[src/rtl/core/murmur2_string_hash_core_assert.svh]
// Assertion macros used by the hash core controller.
`ifndef MURMUR2_STRING_HASH_CORE_ASSERT_SVH
`define MURMUR2_STRING_HASH_CORE_ASSERT_SVH

// Same-cycle implication, disabled during reset.
`define MHC_ASSERT_SAME(lbl, clk, rst, ante, cons, msg) \
   lbl: assert property (@(posedge clk) disable iff (rst) (ante) |-> (cons)) \
      else $error(msg);

// Next-cycle implication, disabled during reset.
`define MHC_ASSERT_NEXT(lbl, clk, rst, ante, cons, msg) \
   lbl: assert property (@(posedge clk) disable iff (rst) (ante) |=> (cons)) \
      else $error(msg);

`endif

[src/rtl/core/mhc_pkg.sv]
// Types, constants and helper functions for the MurmurHash2 core.
package mhc_pkg;

   localparam logic [31:0] MIX_MUL     = 32'h5bd1e995;
   localparam logic [31:0] SEED_RESET  = 32'h0000abcd;
   localparam int unsigned MIX_SHIFT   = 24;
   localparam int unsigned FIN_SHIFT_A = 13;
   localparam int unsigned FIN_SHIFT_B = 15;

   typedef enum logic [1:0] {
      ST_IDLE,
      ST_MIX,
      ST_FINAL
   } ctrl_state_type;

   typedef enum logic [1:0] {
      WORD_NONE,
      WORD_TAIL,
      WORD_FULL
   } word_class_type;

   typedef struct packed {
      logic capture;
      logic mix;
      logic finish;
   } dp_cmd_type;

   typedef struct packed {
      logic last;
      logic out_free;
   } dp_status_type;

   function automatic word_class_type classify(input logic [2:0] nbytes);
      word_class_type cls;
      priority if (nbytes == 3'd0) begin
         cls = WORD_NONE;
      end else if (nbytes < 3'd4) begin
         cls = WORD_TAIL;
      end else begin
         cls = WORD_FULL;
      end
      return cls;
   endfunction

   function automatic logic [31:0] tail_mask(input logic [1:0] nbytes);
      logic [31:0] mask;
      unique case (nbytes)
         2'd1:    mask = 32'h000000ff;
         2'd2:    mask = 32'h0000ffff;
         2'd3:    mask = 32'h00ffffff;
         default: mask = 32'h00000000;
      endcase
      return mask;
   endfunction

endpackage

[src/rtl/core/mhc_datapath.sv]
// Datapath: seed register, key and hash multipliers, running hash, result register.
module mhc_datapath (
   input  logic                   clock,
   input  logic                   reset,
   input  logic                   csr_write_enable,
   input  logic [31:0]            csr_write_data,
   input  logic [31:0]            req_key_word,
   input  logic [2:0]             req_valid_bytes,
   input  logic                   req_first_item,
   input  logic                   req_last_item,
   input  logic [31:0]            req_key_length,
   output logic                   rsp_valid,
   input  logic                   rsp_stall,
   output logic [31:0]            rsp_hash_value,
   input  mhc_pkg::dp_cmd_type    cmd,
   output mhc_pkg::dp_status_type status
);

   logic [31:0]             seed_ff;
   logic [31:0]             hash_ff;
   logic [31:0]             key_ff;
   logic [31:0]             word_ff;
   logic [1:0]              nbytes_ff;
   mhc_pkg::word_class_type class_ff;
   logic                    last_ff;
   logic                    rsp_valid_ff;
   logic [31:0]             rsp_hash_ff;

   logic [31:0] key_a;
   logic [31:0] key_prod;
   logic [31:0] hash_a;
   logic [31:0] hash_b;
   logic [31:0] hash_prod;

   // Key multiplier: first product on the transfer, second in the mix step.
   always_comb begin
      if (cmd.capture) begin
         key_a = req_key_word;
      end else begin
         key_a = key_ff ^ (key_ff >> mhc_pkg::MIX_SHIFT);
      end
      key_prod = key_a * mhc_pkg::MIX_MUL;
   end

   // Hash multiplier, shared by seeding, mixing and finalising.
   always_comb begin
      hash_a = hash_ff;
      hash_b = mhc_pkg::MIX_MUL;
      priority if (cmd.capture) begin
         hash_a = seed_ff;
         hash_b = req_key_length;
      end else if (cmd.mix && class_ff == mhc_pkg::WORD_TAIL) begin
         hash_a = hash_ff ^ (word_ff & mhc_pkg::tail_mask(nbytes_ff));
      end else if (cmd.finish) begin
         hash_a = hash_ff ^ (hash_ff >> mhc_pkg::FIN_SHIFT_A);
      end else begin
         hash_a = hash_ff;
      end
      hash_prod = hash_a * hash_b;
   end

   always_ff @(posedge clock) begin
      if (reset) begin
         seed_ff <= mhc_pkg::SEED_RESET;
      end else if (csr_write_enable) begin
         seed_ff <= csr_write_data;
      end
   end

   always_ff @(posedge clock) begin
      if (reset) begin
         hash_ff  <= 32'd0;
         class_ff <= mhc_pkg::WORD_NONE;
         last_ff  <= 1'b0;
      end else if (cmd.capture) begin
         class_ff <= mhc_pkg::classify(req_valid_bytes);
         last_ff  <= req_last_item;
         if (req_first_item) begin
            hash_ff <= hash_prod;
         end
      end else if (cmd.mix) begin
         unique case (class_ff)
            mhc_pkg::WORD_FULL: hash_ff <= hash_prod ^ key_prod;
            mhc_pkg::WORD_TAIL: hash_ff <= hash_prod;
            default:            hash_ff <= hash_ff;
         endcase
      end
   end

   always_ff @(posedge clock) begin
      if (cmd.capture) begin
         word_ff   <= req_key_word;
         nbytes_ff <= req_valid_bytes[1:0];
         key_ff    <= key_prod;
      end else if (cmd.mix) begin
         key_ff <= key_prod;
      end
   end

   always_ff @(posedge clock) begin
      if (reset) begin
         rsp_valid_ff <= 1'b0;
      end else if (cmd.finish) begin
         rsp_valid_ff <= 1'b1;
      end else if (!rsp_stall) begin
         rsp_valid_ff <= 1'b0;
      end
   end

   always_ff @(posedge clock) begin
      if (cmd.finish) begin
         rsp_hash_ff <= hash_prod ^ (hash_prod >> mhc_pkg::FIN_SHIFT_B);
      end
   end

   assign rsp_valid       = rsp_valid_ff;
   assign rsp_hash_value  = rsp_hash_ff;
   assign status.last     = last_ff;
   assign status.out_free = !rsp_valid_ff || !rsp_stall;

endmodule

[src/rtl/core/mhc_ctrl.sv]
// Controller: sequences transfer, mix and finalise steps of the hash core.
module mhc_ctrl (
   input  logic                   clock,
   input  logic                   reset,
   input  logic                   req_valid,
   output logic                   req_stall,
   input  mhc_pkg::dp_status_type status,
   output mhc_pkg::dp_cmd_type    cmd
);

   `include "murmur2_string_hash_core_assert.svh"

   mhc_pkg::ctrl_state_type state_ff;
   mhc_pkg::ctrl_state_type state_in;

   always_ff @(posedge clock) begin
      if (reset) begin
         state_ff <= mhc_pkg::ST_IDLE;
      end else begin
         state_ff <= state_in;
      end
   end

   always_comb begin
      state_in    = state_ff;
      req_stall   = 1'b1;
      cmd.capture = 1'b0;
      cmd.mix     = 1'b0;
      cmd.finish  = 1'b0;
      unique case (state_ff)
         mhc_pkg::ST_IDLE: begin
            req_stall = 1'b0;
            if (req_valid) begin
               cmd.capture = 1'b1;
               state_in    = mhc_pkg::ST_MIX;
            end
         end
         mhc_pkg::ST_MIX: begin
            cmd.mix = 1'b1;
            if (status.last) begin
               state_in = mhc_pkg::ST_FINAL;
            end else begin
               state_in = mhc_pkg::ST_IDLE;
            end
         end
         mhc_pkg::ST_FINAL: begin
            // hold until the result register can take the hash
            if (status.out_free) begin
               cmd.finish = 1'b1;
               state_in   = mhc_pkg::ST_IDLE;
            end
         end
         default: begin
            state_in = mhc_pkg::ST_IDLE;
         end
      endcase
   end

   `MHC_ASSERT_NEXT(a_transfer_to_mix, clock, reset, req_valid && !req_stall, state_ff == mhc_pkg::ST_MIX, "transfer not followed by mix step")
   `MHC_ASSERT_NEXT(a_mix_last_final, clock, reset, state_ff == mhc_pkg::ST_MIX && status.last, state_ff == mhc_pkg::ST_FINAL, "last word did not finalise")
   `MHC_ASSERT_NEXT(a_mix_to_idle, clock, reset, state_ff == mhc_pkg::ST_MIX && !status.last, state_ff == mhc_pkg::ST_IDLE, "non-last word did not return to idle")
   `MHC_ASSERT_NEXT(a_final_waits, clock, reset, state_ff == mhc_pkg::ST_FINAL && !status.out_free, state_ff == mhc_pkg::ST_FINAL && req_stall, "result dropped while output busy")

endmodule

[src/rtl/core/murmur2_string_hash_core.sv]
// Top level of the streaming 32-bit MurmurHash2 core.
// Streaming MurmurHash2 (32-bit). A key is sent as little-endian words; the
// word flagged first_item seeds the hash with hash_seed * key_length, and the
// word flagged last_item finalises it and produces one hash_value transfer.
// Each word takes a transfer step, then a mix step; a last word adds a
// finalise step, held while a previous result is stalled. No new word is
// taken meanwhile; the running hash recurs through the single hash multiplier.
// The output register lets the core take the next word while a hash waits.
// hash_seed resets to 0xabcd and should be written only while the core is idle.
module murmur2_string_hash_core (
   input  logic        clock,
   input  logic        reset,
   input  logic        csr_write_enable,
   input  logic [31:0] csr_write_data,
   input  logic        req_valid,
   output logic        req_stall,
   input  logic [31:0] req_key_word,
   input  logic [2:0]  req_valid_bytes,
   input  logic        req_first_item,
   input  logic        req_last_item,
   input  logic [31:0] req_key_length,
   output logic        rsp_valid,
   input  logic        rsp_stall,
   output logic [31:0] rsp_hash_value
);

   mhc_pkg::dp_cmd_type    cmd;
   mhc_pkg::dp_status_type status;

   mhc_ctrl u_ctrl (
      .clock     (clock),
      .reset     (reset),
      .req_valid (req_valid),
      .req_stall (req_stall),
      .status    (status),
      .cmd       (cmd)
   );

   mhc_datapath u_datapath (
      .clock            (clock),
      .reset            (reset),
      .csr_write_enable (csr_write_enable),
      .csr_write_data   (csr_write_data),
      .req_key_word     (req_key_word),
      .req_valid_bytes  (req_valid_bytes),
      .req_first_item   (req_first_item),
      .req_last_item    (req_last_item),
      .req_key_length   (req_key_length),
      .rsp_valid        (rsp_valid),
      .rsp_stall        (rsp_stall),
      .rsp_hash_value   (rsp_hash_value),
      .cmd              (cmd),
      .status           (status)
   );

endmodule
[config.mk]
export PLATFORM = sky130hd
export DESIGN_NAME = murmur2_string_hash_core
export DESIGN_NICKNAME = d
export VERILOG_FILES = /design/src/rtl/core/mhc_pkg.sv /design/src/rtl/core/mhc_datapath.sv /design/src/rtl/core/mhc_ctrl.sv /design/src/rtl/core/murmur2_string_hash_core.sv
export VERILOG_INCLUDE_DIRS = /design/src /design/src/rtl/core
export SDC_FILE = /design/constraint.sdc
export NUM_CORES = 2
export LEC_CHECK = 0
export ABC_CLOCK_PERIOD_IN_PS = 9200
export BUFFER_PORTS_ARGS = -buffer_cell sky130_fd_sc_hd__buf_2
export CAP_MARGIN = 10
export CORE_UTILIZATION = 59
export CTS_CLUSTER_SIZE = 10
export DETAILED_ROUTE_END_ITERATION = 16
export GPL_ROUTABILITY_DRIVEN = 0
export PLACE_DENSITY = 0.8
export REMOVE_ABC_BUFFERS = 1
export SLEW_MARGIN = 10
export SYNTH_ARGS = -nofsm -noshare
export SYNTH_HDL_FRONTEND = slang
export SYNTH_SLANG_ARGS = --single-unit
[constraint.sdc]
create_clock -name clock -period 9.2 [get_ports clock]
set_input_delay 0.92 -clock clock [delete_from_list [all_inputs] [get_ports clock]]
set_output_delay 0.92 -clock clock [all_outputs]
set_load 0.02 [all_outputs]
# After elaboration in Yosys (flattened, before gate mapping)

Index checks and enable logic that the tools add are counted.

Register bits after elaboration: 168
Input port bits: 106
Output and inout port bits: 34
Logic and storage cells: 68

Multipliers: 2
$lt $le $gt $ge: 1
Equality and inequality tests: 11
Muxes and demuxes: 28
Bitwise operators: 6
Reductions and logical operators: 10

Operators by type and width:

| kind                     | count |
|---|---|
| $mux W32                 | 12 |
| $pmux W24 S3             | 1 |
| $pmux W32 S2             | 1 |
| $xor A32 B32 Y32         | 2 |
| $and A32 B32 Y32         | 1 |
| $mul A32 B31 Y32 const B | 1 |
| $mul A32 B32 Y32         | 1 |
| $xor A32 B17 Y32         | 1 |
| $xor A32 B19 Y32         | 1 |
| $xor A32 B8 Y32          | 1 |
| $mux W2                  | 5 |
| $eq A2 B2 Y1 const B     | 4 |
| $mux W1                  | 8 |
| $eq A2 B1 Y1 const B     | 3 |
| $ne A2 B2 Y1 const B     | 3 |
| $pmux W2 S3              | 1 |
| $logic_not A3 Y1         | 1 |
| $lt A3 B3 Y1 const B     | 1 |
| $reduce_and A3 Y1        | 1 |
| $reduce_bool A3 Y1       | 1 |
| $logic_not A1 Y1         | 2 |
| $logic_not A2 Y1         | 1 |
| $ne A2 B1 Y1 const B     | 1 |
| $reduce_and A2 Y1        | 1 |
| 3 further kinds          | 3 |

# Depth between registers and ports, before layout

Depth after elaboration: 14
Gate-level depth with buffers: 39
Gate-level depth less buffers: 35

# Modules after synthesis

Synthesis repeated with hierarchy kept, for this count alone.

Cell total of the unflattened synthesis: 3347
Area total of the unflattened synthesis: 31875.6 µm²

By module, submodules not included:

| module       | times used | cells an instance | area an instance (µm²) |
|---|---|---|---|
| mhc_datapath | 1          | 3336              | 31774.2 |
| mhc_ctrl     | 1          | 11                | 101.3 |

# Worst setup path after synthesis

No wires, ideal clock.

Path kind: in2reg
From: input port req_valid
To: register u_datapath.hash_ff[28]
Setup time: 91 ps
Arrival: 9719 ps
Required time: 9109 ps
Path slack: -610 ps
Stages: 31
Buffers on the path: 7
Cell sequence: or3b_1 > buf_6 > inv_2 > buf_4 > buf_4 > clkbuf_1 > clkbuf_1 > clkbuf_1 > buf_1 > nand3_1 > fa_1 > fa_1 > inv_1 > fa_1 > inv_1 > fa_1 > inv_1 > fa_1 > fa_1 > fa_1 > fa_1 > ha_1 > o21a_1 > o21ai_0 > nor2_1 > o221a_2 > o31ai_1 > nor2_1 > o21ai_0 > nand3_1 > a311oi_1

RTL lines:

| item                   | RTL line                       | text |
|---|---|---|
| start: declaration     | murmur2_string_hash_core.sv:15 | `input logic req_valid,` |
| end signal: assignment | mhc_datapath.sv:79             | `hash_ff <= hash_prod;` |
| end signal: assignment | mhc_datapath.sv:83             | `mhc_pkg::WORD_FULL: hash_ff <= hash_prod ^ key_prod;` |
| end signal: assignment | mhc_datapath.sv:84             | `mhc_pkg::WORD_TAIL: hash_ff <= hash_prod;` |
| end: declaration       | mhc_datapath.sv:20             | `logic [31:0] hash_ff;` |

# Worst setup path after layout

From: input port req_valid
To: register u_datapath.hash_ff[29]

Word-level cells in the longest chain between the ends: 8

RTL lines:

| item                               | RTL line           | text |
|---|---|---|
| $mux W1 (*)                        | mhc_ctrl.sv:33     | `if (req_valid) begin` |
| $mux W1 (*)                        | mhc_ctrl.sv:30     | `unique case (state_ff)` |
| $mux W32                           | mhc_datapath.sv:49 | `priority if (cmd.capture) begin` |
| $mul A32 B32 Y32 (*)               | mhc_datapath.sv:59 | `hash_prod = hash_a * hash_b;` |
| named net u_datapath.hash_prod[29] | mhc_datapath.sv:33 | `logic [31:0] hash_prod;` |
| $xor A32 B32 Y32                   | mhc_datapath.sv:83 |  |
| $pmux W32 S2                       | mhc_datapath.sv:82 | `unique case (class_ff)` |
| $mux W32                           | mhc_datapath.sv:81 | `end else if (cmd.mix) begin` |
| $mux W32 (*)                       | mhc_datapath.sv:75 | `end else if (cmd.capture) begin` |
| end signal: assignment             | mhc_datapath.sv:83 |  |
| end signal: assignment             | mhc_datapath.sv:84 |  |
| end signal: assignment             | mhc_datapath.sv:85 | `default: hash_ff <= hash_ff;` |

The timed path passes the listed nets; every way through them passes the cells marked *. The select of a mux whose other input is x is not followed.
A chain may end at the register's enable or synchronous reset.

==> results.sh <==
export IMPL_period_share_pct=96.1
export IMPL_cpMostUsedCell="fa_1"
export IMPL_antenna_found_initial=2
export IMPL_routedWlPerCell_um=24.4
export IMPL_drt_iter0_markers=2958
export IMPL_numPortBuffers=139
export IMPL_cts_buffers=17
export IMPL_drc=12
export IMPL_relSlewSlack_pct=20.6
export IMPL_synth_seq_area_share_pct=12.9
export IMPL_outcome="complete, but fails checks"
export IMPL_path_buf_inv=8
export IMPL_synthSimpleGateAreaFrac_pct=12.8
export IMPL_rows=84
export IMPL_final_setup_viol_count=0
export IMPL_rr_worst_depth=31
export IMPL_dpl_cell_area_um2=34100
export IMPL_cts_root_buf="clkbuf_16"
export IMPL_synth_compound_area_share_pct=6.14
export IMPL_die_height_um=234
export IMPL_synthesis_area_um2=31800
export IMPL_syn_inst=3369
export IMPL_rsz0062_at_grt="false"
export IMPL_synth_warnings=0
export IMPL_syn_avg_cell_area_um2=9.44
export IMPL_hold_viol_final=0
export IMPL_critical_path_top_delay_family="adder cells"
export IMPL_synthXorXnorAreaFrac_pct=6.17
export IMPL_reg2reg_from="u_ctrl.state_ff[1]"
export IMPL_tightest_slew_ns=1.19
export IMPL_synth_edf_count=90
export IMPL_fin_area_um2=34700
export IMPL_yosysUniqueCellTypes=78
export IMPL_io_pins=140
export IMPL_min_path_cells=2
export IMPL_wl_um=104000
export IMPL_synth_seq_cells=160
export IMPL_die_area_um2=54900
export IMPL_finalCriticalPeriod_ns=8.85
export IMPL_fp_dieW_um=234
export IMPL_routed_via_density=6.05
export IMPL_cp_start_kind="input port"
export IMPL_grt_start_max_net_pins=71
export IMPL_gr_total_overflow=0
export IMPL_detail_route_first_pass_iterations=14
export IMPL_reg2reg_slack_ns=0.41
export IMPL_clkLatencyLatePin_ns=0.47
export IMPL_yosys_top_cells_area="fa_1 (37%), ha_1 (13%), inv_1 (8.6%), edfxtp_1 (8.5%), dfxtp_1 (4.4%)"
export IMPL_htree_levels=4
export IMPL_async_reset_ff_share_pct=0
export IMPL_layout_nets=4588
export IMPL_critPathCaptureType="flop"
export IMPL_synthFlopType="edfxtp_1"
export IMPL_drtAntennaViolNets=0
export IMPL_finalHoldWorstSlack_ns=0.464
export IMPL_required_ns=9.55
export IMPL_vias=25800
export IMPL_drive_above_1_share_pct=10.4
export IMPL_holdBufCountCts=0
export IMPL_clk_pin_slew_ns=0.07
export IMPL_yosysMostFrequentCell="inv_1"
export IMPL_area_growth_pct=9.04
export IMPL_grt_first_pass_wirelength_um=157000
export IMPL_initial_utilization_pct=60.2
export IMPL_fin_skew_ns=0.0280
export IMPL_max_stage_delay_ns=0.64
export IMPL_r2r_end="u_datapath.hash_ff[28]"
export IMPL_synth_top_family_by_area="adder cells"
export IMPL_yosys_area_top_type="fa_1"
export IMPL_cts_buffer_depth=2
export IMPL_synthAdderAreaFrac_pct=50.4
export IMPL_cts_tree="done"
export IMPL_grtUsageTotal_pct=39.4
export IMPL_drv_cap=0
export IMPL_crit_path_max_fanout=68
export IMPL_hp_class="reg2reg"
export IMPL_hold_end="u_datapath.last_ff"
export IMPL_timing_fmax_mhz=113
export IMPL_cts_sinks=160
export IMPL_min_delay_start="u_datapath.last_ff"
export IMPL_slew_violations=0
export IMPL_grt_pass1_vias=27200
export IMPL_dp_hpwl_um=85400
export IMPL_netlist_area_leader_share_pct=37.1
export IMPL_violations="design-rule violations"
export IMPL_yosys_top_cells_count="inv_1 (729), fa_1 (589), ha_1 (339)"
export IMPL_cpMaxStageDelayCell="fa_1"
export IMPL_worst_ep_arrival_time_ns=9.20
export IMPL_synthMuxAreaShare_pct=1.32
export IMPL_critPathKind="in2reg"
export IMPL_core_um2=52900
-- tightest hold or removal path: stages (launching register included) --
cell and delay [ns]:
dfxtp_1 0.31, nand2_1 0.05, a21oi_1 0.05
-- registers in the layout (all words and copies together) (netlist names) --
register	flops
u_ctrl.state_ff	2
u_datapath.hash_ff	32
u_datapath.key_ff	32
u_datapath.rsp_valid	1
u_datapath.word_ff	24
u_datapath.seed_ff	32
u_datapath.rsp_hash_value	32
u_datapath.class_ff	2
u_datapath.nbytes_ff	2
u_datapath.last_ff	1
-- kinds of logic (layout without fill, tap and decap cells) --
| family | Yosys count | in the layout |
|---|---|---|
| adders and majority gates | 928 | 928 |
| and+or+nand+nor | 879 | 879 |
| buffers and inverters | 862 | 1060 |
| AOI/OAI and AO/OA | 291 | 291 |
| xor gates and xnor gates | 207 | 207 |
| DFF | 160 | 160 |
| muxes | 42 | 42 |
| other | 0 | 3 |
-- repair_timing --
item                       in CTS  in global routing
setup endpoints to repair       0                  3
resized for setup               0                  1
buffers inserted                0                  3
-- final cells by class --
cell class / count / area (um^2)
Timing Repair Buffer: 298 / 1930
Fill cell: 4165 / 18200
Antenna cell: 3 / 7.51
Multi-Input combinational cell: 2347 / 24400
Clock buffer: 17 / 425
Tap cell: 688 / 861
Inverter: 730 / 2750
Sequential cell: 160 / 4110
Clock inverter: 15 / 169
-- how the worst max path moves through the flow --
| stage | from | endpoint | slack (ns) | cells past startpoint |
|---|---|---|---|---|
| finish | req_valid | u_datapath.hash_ff[29] | 0.35 | 30 |
| global route | u_ctrl.state_ff[1] | u_datapath.hash_ff[31] | 0.008 | 31 |
| CTS | u_ctrl.state_ff[1] | u_datapath.hash_ff[31] | 0.33 | 31 |
| detailed placement | rsp_stall | u_datapath.hash_ff[31] | 0.12 | 33 |
| global placement | rsp_stall | u_datapath.hash_ff[31] | 0.25 | 33 |
| floorplan | req_valid | u_datapath.hash_ff[31] | -3.63 | 31 |
-- metrics by stage --
step / cells / TNS (ns) / setup slack, ns / utilization (%)
global placement: 4220 / 0 / 0.253 / 64.4
floorplan: 3237 / -210.65 / -3.63 / -
finish: 4258 / 0 / 0.355 / 65.6
detailed placement: 4220 / 0 / 0.117 / 64.4
global route: 4255 / 0 / 0.00848 / 65.6
CTS: 4252 / 0 / 0.325 / 65.6
-- cell usage in the layout, fill, tap and decap left out, drive strengths merged, types with 12 or more instances in the layout --
cell / instances
fa: 589
and3: 133
buf: 298
clkbuf: 17
a211o: 13
o21bai: 12
dfxtp: 70
o21a: 18
ha: 339
nor2b: 18
nand3: 52
nor2: 261
a211oi: 31
or2: 24
nand2: 309
a21oi: 62
a21o: 27
and2: 36
mux2i: 42
o21ai: 53
inv: 737
edfxtp: 90
xnor2: 131
a31oi: 16
a22oi: 13
xor2: 66
-- routing by layer --
layer / GRT usage (%) / wire, um / part of all wire, %
met1: 46.3 / 35400 / 34
met2: 60.4 / 44900 / 43
met3: 13.3 / 13800 / 13
met4: 28.2 / 9720 / 9.3
met5: 1.61 / 130 / 0.13
Power is left out: the tool's default activity adds up to more than one toggle a clock period on the data nets, which glitch-free logic cannot reach.
